**config.mk**
```make
export PLATFORM = sky130hd
export DESIGN_NAME = kocl_cell
export DESIGN_NICKNAME = d
export VERILOG_FILES = /design/src/rtl/keyed_ordered_contact_list_defines.svh /design/src/rtl/kocl_pkg.sv /design/src/rtl/kocl_cell.sv
export SDC_FILE = /design/constraint.sdc
export NUM_CORES = 1
export LEC_CHECK = 0
export BUFFER_PORTS_ARGS = -buffer_cell sky130_fd_sc_hd__buf_2
export CORE_AREA = 3 3 360 362
export CTS_BUF_LIST = sky130_fd_sc_hd__clkbuf_2
export DETAILED_ROUTE_END_ITERATION = 10
export DIE_AREA = 0 0 363 365
export SKIP_LAST_GASP = 1
export SYNTH_ARGS = -nofsm -noshare
export SYNTH_HDL_FRONTEND = slang
export SYNTH_SLANG_ARGS = --single-unit
export TNS_END_PERCENT = 1
```
**constraint.sdc**
```tcl
create_clock -name clk -period 9.2 [get_ports clk]
set_clock_uncertainty 0.15 [all_clocks]
set_input_delay 1.38 -clock clk [delete_from_list [all_inputs] [get_ports clk]]
set_output_delay 1.38 -clock clk [all_outputs]
set_load 0.05 [all_outputs]
```
**src/rtl/keyed_ordered_contact_list_defines.svh**
```systemverilog
// Assertion macros for the keyed ordered contact list.
// Included by the modules that carry concurrent checks; expects clk and arst_n in scope.
`ifndef KEYED_ORDERED_CONTACT_LIST_DEFINES_SVH
`define KEYED_ORDERED_CONTACT_LIST_DEFINES_SVH

// Property that must hold at every edge out of reset.
`define KOCL_ASSERT_ALWAYS(lbl, expr) \
	lbl: assert property (@(posedge clk) disable iff (!arst_n) (expr)) \
		else $error("kocl check failed");

// Antecedent in one cycle implies consequent in the next.
`define KOCL_ASSERT_NEXT(lbl, ante, cons) \
	lbl: assert property (@(posedge clk) disable iff (!arst_n) (ante) |=> (cons)) \
		else $error("kocl check failed");

`endif

```
**src/rtl/kocl_pkg.sv**
```systemverilog
// Shared constants, command and status codes, and cell control type.
// No dependencies.
package kocl_pkg;

	localparam int CAPACITY_DEF  = 32;
	localparam int INFO_BITS_DEF = 48;
	localparam int KEY_BITS      = 256;
	localparam int WORD_BITS     = 64;
	localparam int CMD_W         = 3;
	localparam int STATUS_W      = 2;

	localparam logic [CMD_W-1:0] CMD_INSERT   = 3'd0;
	localparam logic [CMD_W-1:0] CMD_POP_KEY  = 3'd1;
	localparam logic [CMD_W-1:0] CMD_POP_OLD  = 3'd2;
	localparam logic [CMD_W-1:0] CMD_POP_NEW  = 3'd3;
	localparam logic [CMD_W-1:0] CMD_CONTAINS = 3'd4;

	localparam logic [STATUS_W-1:0] ST_OK   = 2'd0;
	localparam logic [STATUS_W-1:0] ST_NONE = 2'd1;
	localparam logic [STATUS_W-1:0] ST_FULL = 2'd2;

	typedef struct packed {
		logic append;
		logic update;
		logic remove;
	} kc_ctl_t;

endpackage

```
**src/rtl/kocl_cell.sv**
```systemverilog
// One slot of the contact list: stored key and payload, key compare, shift from neighbor.
// Depends on kocl_pkg.
module kocl_cell
	import kocl_pkg::*;
#(
	parameter int CAPACITY  = CAPACITY_DEF,
	parameter int INFO_BITS = INFO_BITS_DEF,
	parameter int IDX       = 0
) (
	input  logic                         clk,
	input  kc_ctl_t                      ctl,
	input  logic [$clog2(CAPACITY)-1:0]  pos,
	input  logic [$clog2(CAPACITY+1)-1:0] count,
	input  logic [KEY_BITS-1:0]          bkey,
	input  logic [INFO_BITS-1:0]         binfo,
	input  logic [KEY_BITS-1:0]          nxt_key,
	input  logic [INFO_BITS-1:0]         nxt_info,
	output logic [KEY_BITS-1:0]          key,
	output logic [INFO_BITS-1:0]         info,
	output logic                         match
);

	localparam int IW = $clog2(CAPACITY);
	localparam int CW = $clog2(CAPACITY+1);

	logic [KEY_BITS-1:0]  key_q;
	logic [INFO_BITS-1:0] info_q;
	logic                 match_s1;
	logic                 hit;

	always_comb begin
		hit = (count > CW'(IDX)) && (key_q == bkey);
	end

	always_ff @(posedge clk) begin
		match_s1 <= hit;
		if (ctl.remove && (pos <= IW'(IDX))) begin
			key_q  <= nxt_key;
			info_q <= nxt_info;
		end else if (ctl.append && (count == CW'(IDX))) begin
			key_q  <= bkey;
			info_q <= binfo;
		end else if (ctl.update && match_s1) begin
			info_q <= binfo;
		end
	end

	assign key   = key_q;
	assign info  = info_q;
	assign match = match_s1;

endmodule

```
* Yosys cells after proc, flatten, opt, wreduce, memory -nomap -nowiden
Cells that the tools add are included.
** Word-level totals
- Bits in registers :: 305
- Logic and storage cells :: 18
** Operators by class
- Magnitude comparators :: 2
- Equal/unequal tests :: 1
- Mux-type cells :: 5
- Reduce and logical (&&, ||, !) cells :: 7
** Operators with widths (count)
- 256-bit 2-to-1 mux :: 2
- 256-bit == test :: 1
- 48-bit 2-to-1 mux :: 3
- 6-bit by 1-bit > comparator with 1-bit output (second input constant) :: 1
- 6-bit zero test :: 1
- 5-bit by 1-bit <= comparator with 1-bit output (second input constant) :: 1
- 1-bit logical AND :: 4
- 3-bit nonzero test :: 1
- 2-bit nonzero test :: 1

* Longest topological paths before layout
Gate-level depths: netlist of run 1.
- Depth after elaboration :: 4
- Gate-level depth with buffers :: 7

* Worst setup path before layout of run 1
Ideal clock, no wire load.
- Path type :: input -> register
- From :: in pos[0]
- To :: reg info_q[0], in the netlist info[0] (enable)
- Setup time :: 0.404 ns
- Data arrival time :: 8.837 ns
- Slack :: -0.191 ns
- Stages on the path :: 7
- Cells stage by stage :: nor4_1 -> nand3b_1 -> clkbuf_1 -> buf_2 -> buf_2 -> nand2_1 -> a21o_1
** Between the ends
- Longest elaborated chain between the ends :: 3
** RTL lines
- start, declared :: line kocl_cell.sv:12 : input logic [$clog2(CAPACITY)-1:0] pos,
- 5-bit by 1-bit <= comparator with 1-bit output :: line kocl_cell.sv:37 : if (ctl.remove && (pos <= IW'(IDX))) begin
- 1-bit logical AND :: line kocl_cell.sv:37
- 3-bit nonzero test (no line)
- end signal, assigned :: line kocl_cell.sv:39 : info_q <= nxt_info;
- end signal, assigned :: line kocl_cell.sv:42 : info_q <= binfo;
- end signal, assigned :: line kocl_cell.sv:44 : info_q <= binfo;
- end, declared :: line kocl_cell.sv:27 : logic [INFO_BITS-1:0] info_q;
No other way between the ends.
A chain may end at the register's enable or synchronous reset.

* Worst setup path after layout of run 1
- From :: reg key_q[176], in the netlist key[176]
- To :: reg match_s1, in the netlist match
** Between the ends
- Longest elaborated chain between the ends :: 2
** RTL lines
- start, declared :: line kocl_cell.sv:26 : logic [KEY_BITS-1:0] key_q;
- start signal, assigned :: line kocl_cell.sv:38 : key_q <= nxt_key;
- start signal, assigned :: line kocl_cell.sv:41 : key_q <= bkey;
- 256-bit == test :: line kocl_cell.sv:32 : hit = (count > CW'(IDX)) && (key_q == bkey);
- 1-bit logical AND :: line kocl_cell.sv:32
- named net hit :: line kocl_cell.sv:29 : logic hit;
- end signal, assigned :: line kocl_cell.sv:36 : match_s1 <= hit;
- end, declared :: line kocl_cell.sv:28 : logic match_s1;
The timed path passes the listed nets, and every way through them passes these cells.

==> impl_metrics.toml, run 1 <==
[status]
status = "complete, no violations"

[synth]
synth_top_family_by_area = "multiplexers"
syn-cell-area_sq_um = 15600
synth_top_cell_by_area = "edfxtp_1"
synth_top_area_frac = 0.587
ys_seq_area_frac = 0.588
yosys-top-cells-count = "304 x edfxtp_1, 304 x mux2_2, 163 x xnor2_1"
synth_cell_types = 18
synthMuxAreaShare = 0.220
syn_avg_cell_area_sq_um = 15.7
yosysWarnings = 0
synthSimpleGateAreaFrac = 0.0364
ys.flop_type = "edfxtp_1"
netlist_instances = 994
synth_area_leaders = "edfxtp_1 59%, mux2_2 22%, xnor2_1 9.2%, xor2_1 5.1%, nand4_1 1.9%"
synth_edf_count = 304
yosys.area_share.xor_xnor = 0.143
synth_compound_area_frac = 0.00161
synth_seq_cells = 305
synth_nets = 1617
synthAdderAreaFrac = 0
async_flop_share = 0

[grt]
grt_pass1_vias = 16300
track_usage = 0.161
grt_pass1_wl_microns = 143000
busiest_layer = "met2"
grt_max_degree = 147
grtUsageMet1 = 0.190
grt_overflow = 0
grt_antenna_before_repair = 153
use_met3 = 0.0751
grtUsageMet2 = 0.249

[die]
die_h_microns = 365
die_width_microns = 363
initial_core_util = 0.122
io_pins = 928
dieArea_sq_um = 132000
core_area_sq_um = 127000
core.rowCount = 131

[drt]
postRouteAntennaNets = 0
first_pass_iters = 5
num_vias = 16000
drtIter0Drc = 1267
post_drt_wl_per_cell_microns = 26.2
wirelength_microns = 112000
drcViolationCount = 0
routed_via_density = 3.75

[worst_setup_path]
worstSetupStartpointType = "register"
cp.arrival_ns = 4.70
required_ns = 10.13
worstSetupPathType = "reg -> reg"
crit_path_end_kind = "register"
crit_fanout = 2

[clock_tree]
path_clk_slew_ns = 0.09
cts_hold_buf = 505
numCtsBuffers = 95
clk-insertion-delay-late_ns = 1.35
cts_tree = "built"
cts.sinks = 305
cts_resized = 0
cts_root_buf = "clkbuf_2"
clockBufferDepth = 3
cts-htree-levels = 3
cts_setup_buffers = 0

[placement]
placedCellCount = 3555
port_buffers = 927
gp_congestion = 0.914
placed_area_sq_um = 22200
pre_cts_ws_ns = 4.24
dp_hpwl_microns = 93700

[sta]
max_freq_mhz = 265
whs_ns = 0.297
tns_ns = 0
tightest_slew_ns = 1.42
drv_slew = 0
finalCriticalPeriod_ns = 3.77
setup_ws_ns = 5.43
rsz0062_at_grt = "false"
finalCritPeriodShare = 0.410
setup_viol = 0
maxSlewHeadroom = 0.0472
hold_viol = 0

[layout]
multi_input_area_sq_um = 6260
postLayoutCellArea_sq_um = 28200
final_cells = 4279
fin_nets = 3118
fin_util = 0.222
fillerInstances = 13700
syn_to_final_growth_pct = 81.4
seqCellArea_sq_um = 9150
final_layout_size_suffix_gt1_frac = 0.541

[pwr]
p_per_area_nw_per_um2 = 119
sw_frac_of_total = 0.307
p_switching_mw = 1.03
ir_worst_vdd_mv = 0.0795
leakagePower_nw = 11.3
power_frac_comb = 0.199
pwr-share-seq = 0.467
totalPowerFinal_mw = 3.37
intPower_mw = 2.33
clkPwrFrac = 0.334

[run]
cap_violations = 0

[worst_hold_path]
hold_path_class = "in -> reg"
## flip-flops by register name, summed over array words and instances, names as in the netlist
| register | cells |
|---|---|
| key | 256 |
| info | 48 |
| match | 1 |
## power by group through the flow
stage / logic [mW] / clock network [mW] / registers [mW]
2_1_floorplan: 0.141 / 0 / 1.68
3_3_place_gp: 0.466 / 0 / 1.60
3_5_place_dp: 0.473 / 0 / 1.60
4_1_cts: 0.666 / 1.20 / 1.57
5_1_grt: 0.711 / 1.26 / 1.57
6_report: 0.669 / 1.13 / 1.57
## final cells by class
| type | instances | share of cell area |
|---|---|---|
| timing repair buffer | 1438 | 0.346 |
| sequential | 305 | 0.324 |
| multi-input combinational | 653 | 0.222 |
| tap | 1662 | 0.0737 |
| clock buffer | 133 | 0.0236 |
| clock inverter | 28 | 0.00532 |
| antenna | 58 | 0.00514 |
| inverter | 2 | 0.000266 |
## placed cells by master, fill, tap and decap left out, drive strengths merged, types with 2 or more instances in the layout
cell and n:
xor2 91, nand2 2, nand4 48, diode 58
nor3 3, dlygate4sd3 505, clkinv 25, nand3 2
mux2 304, edfxtp 304, xnor2 163, nor4 35
clkbuf 133, inv 4, buf 933
## critical path, stage by stage (launching register included)
cell and delay [ns]:
edfxtp_1 0.42, xor2_1 0.16, nor4_1 0.88, nand4_1 0.51, nor4_1 1.02, nand4_1 0.16
nor4_1 0.30
## logic make-up (layout without fill, tap and decap cells)
kind of cell | count (synthesis) | in the layout
AO/OA/AOI/OAI | 3 | 3
XOR/XNOR | 254 | 254
buffers and inverters | 36 | 1601
flip-flops | 305 | 305
multiplexers | 304 | 304
other | 0 | 58
AND/OR/NAND/NOR | 92 | 92
## layer usage
| metal | up-vias | wire [microns] | part of all wire |
|---|---|---|---|
| li1 | 6917 | - | - |
| met1 | 7739 | 44800 | 0.40 |
| met2 | 999 | 50100 | 0.45 |
| met3 | 320 | 12200 | 0.11 |
| met4 | 54 | 4640 | 0.041 |
| met5 | - | 371 | 0.0033 |
## worst paths after layout
| check | startpoint | to | slack (ns) | depth (start not counted) |
|---|---|---|---|---|
| max reg2reg | key[176] | match | 5.43 | 6 |
| min | binfo[16] | info[16] | 0.30 | 2 |
| min reg2reg | key[93] | match | 0.64 | 5 |
| max | key[176] | match | 5.43 | 6 |
Note: power is estimated with default switching activity, not from simulation.
==> run 2, diff against run 1 <==
clock period = 3.4 ns   (was 9.2 ns; I/O delays follow)
==> run 2 against run 1 <==
Synthesized cell count unchanged. Synthesized area unchanged. The run now fails in clock tree synthesis.
==> impl_metrics.toml, run 2 <==
[status]
status = "stopped before the end"
stop_stage = "clock tree synthesis"
tool.error = "[ERROR RSZ-0060] Max buffer count reached."

[synth]
synth_top_family_by_area = "multiplexers"
yosys.area_share.xor_xnor = 0.143
async_flop_share = 0
synth_seq_cells = 305
syn_avg_cell_area_sq_um = 15.7
synth_nets = 1617
netlist_instances = 994
synth_edf_count = 304
ys_seq_area_frac = 0.588
synth_cell_types = 18
synthMuxAreaShare = 0.220
ys.flop_type = "edfxtp_1"
yosys-top-cells-count = "304 x edfxtp_1, 304 x mux2_2, 163 x xnor2_1"
synth_top_area_frac = 0.587
synthAdderAreaFrac = 0
synthSimpleGateAreaFrac = 0.0364
synth_top_cell_by_area = "edfxtp_1"
yosysWarnings = 0
synth_compound_area_frac = 0.00161
synth_area_leaders = "edfxtp_1 59%, mux2_2 22%, xnor2_1 9.2%, xor2_1 5.1%, nand4_1 1.9%"
syn-cell-area_sq_um = 15600

[clock_tree]
cts_root_buf = "clkbuf_2"
cts.sinks = 305
clockBufferDepth = 3
numCtsBuffers = 91
cts-htree-levels = 3
cts_setup_buffers = 0
cts_hold_buf = 756
cts_resized = 1

[placement]
placedCellCount = 3602
gp_congestion = 0.894
port_buffers = 927
pre_cts_ws_ns = 0.184
dp_hpwl_microns = 95400

[die]
io_pins = 928
die_h_microns = 365
core.rowCount = 131
initial_core_util = 0.122
die_width_microns = 363
-- run 2: cell counts after synthesis --
Identical to the previous run, type by type.
-- run 2: cells by family after synthesis --
kind of cell	Yosys count
DFF	305
muxes	304
xor gates and xnor gates	254
and+or+nand+nor	92
buffers and inverters	36
AOI/OAI and AO/OA	3
-- run 2: per-stage QoR --
stage	cell area, sq um	TNS (ns)
floorplan	15600	0
detailed placement	22700	0
global placement	22600	-0.608
==> run 3, diff against run 2 <==
CORE_AREA = 3 3 358 360   (was 3 3 360 362)
CTS_BUF_LIST = default   (was sky130_fd_sc_hd__clkbuf_2)
DIE_AREA = 0 0 361 363   (was 0 0 363 365)
PLACE_DENSITY_LB_ADDON = 0.15   (was default)
clock period = 4.4 ns   (was 3.4 ns; I/O delays follow)
==> run 3 against run 2 <==
The flow now finishes without violations.
==> impl_metrics.toml, run 3 (synthesis results as in run 1) <==
[status]
status = "complete, no violations"

[worst_setup_path]
r2r-end = "match"
cp_num_buf_inv = 1
reg2reg_slack_ns = 1.35
cp_cell_sequence = "xor2_1 > nor4_1 > buf_4 > nand4_1 > nor3_1 > nand4_1 > nor4_1"
crit_path_end_kind = "register"
reg2reg_from = "key[123]"
slowest_stage = "nor3_1"
required_ns = 4.75
ff2ff_path_depth = 7
worstSetupStartpointType = "register"
slowest_delay_ns = 0.73
cp.depth = 7
worstSetupPathType = "reg -> reg"
cp.arrival_ns = 3.40
crit_family = "simple AND/OR/NAND/NOR gates"
crit_fanout = 2

[drt]
first_pass_iters = 5
wirelength_microns = 87600
routed_via_density = 3.47
post_drt_wl_per_cell_microns = 23.9
num_vias = 12700
drtIter0Drc = 462
drcViolationCount = 0
postRouteAntennaNets = 0

[clock_tree]
cts_resized = 0
cts_hold_buf = 0
numCtsBuffers = 43
cts-htree-levels = 2
path_clk_slew_ns = 0.07
cts_tree = "built"
clk-insertion-delay-late_ns = 0.60
cts.sinks = 305
cts_setup_buffers = 0
cts_root_buf = "clkbuf_16"
clockBufferDepth = 3

[layout]
final_cells = 3664
postLayoutCellArea_sq_um = 23700
largest_reg_flops = 256
multi_input_area_sq_um = 6260
fin_util = 0.189
seqCellArea_sq_um = 9150
fillerInstances = 13900
final_cell_mix = "927 x buf_2, 304 x mux2_2, 304 x edfxtp_1"
final_layout_size_suffix_gt1_frac = 0.659
final_common_cell = "buf_2"
syn_to_final_growth_pct = 52.7
fin_nets = 2587

[die]
core.rowCount = 130
dieArea_sq_um = 131000
die_h_microns = 363
core_area_sq_um = 125000
initial_core_util = 0.124
die_width_microns = 361
io_pins = 928

[sta]
drv_slew = 0
finalCritPeriodShare = 0.694
rsz0062_at_grt = "false"
max_freq_mhz = 328
finalCriticalPeriod_ns = 3.05
tightest_slew_ns = 1.11
setup_viol = 0
tns_ns = 0
whs_ns = 0.212
maxSlewHeadroom = 0.254
hold_viol = 0

[grt]
grt_pass1_vias = 13900
grt_max_degree = 71
grt_antenna_before_repair = 63
track_usage = 0.127
grt_pass1_wl_microns = 115000
grt_overflow = 0

[pwr]
p_per_area_nw_per_um2 = 317
leakagePower_nw = 9.29
ir_worst_vdd_mv = 0.197

[placement]
placedCellCount = 3569
placed_area_sq_um = 22500
port_buffers = 927
gp_congestion = 0.855
dp_hpwl_microns = 74500

[worst_hold_path]
worstHoldEndpoint = "key[157]"
hold_start = "nxt_key[157]"
hold_path_class = "in -> reg"
min_delay_path_depth = 2

[run]
cap_violations = 0
[run 3: final cells by class]
| class | instances | area share |
|---|---|---|
| clock inverters | 16 | 0.00432 |
| inverters | 2 | 0.000316 |
| repair buffers | 959 | 0.210 |
| multi-input cells | 653 | 0.264 |
| clock buffers | 59 | 0.0478 |
| well taps | 1650 | 0.0869 |
| diodes | 20 | 0.00211 |
| flip-flops and latches | 305 | 0.385 |
[run 3: routing by layer]
metal	track usage	routed length (microns)	up-vias	share of wire
met3	0.0516	7940	141	0.091
met1	0.138	32900	6188	0.38
li1	-	-	5769	-
met4	0.0366	2040	22	0.023
met5	0	148	-	0.0017
met2	0.228	44600	609	0.51
[run 3: worst max path at each step]
stage,start,endpoint
final,key[123],match
after global routing,key[215],match
after CTS,key[215],match
after detailed placement,bkey[215],match
after global placement,bkey[215],match
after floorplan,pos[0],info[0]
[run 3: report_power, final]
| group | internal [mW] | switching [mW] | leakage (nW) |
|---|---|---|---|
| clock network | 1.85 | 1.43 | 0.595 |
| logic | 0.446 | 0.515 | 5.94 |
| registers | 3.26 | 0.0331 | 2.75 |
[run 3: through the flow]
| step | setup WS [ns] | power, mW |
|---|---|---|
| 2_1_floorplan | 0.193 | 3.81 |
| 5_1_grt | 0.857 | 7.88 |
| 4_1_cts | 0.836 | 7.73 |
| 3_3_place_gp | 0.383 | 4.33 |
| 3_5_place_dp | 0.495 | 4.33 |
| 6_report | 1.35 | 7.54 |
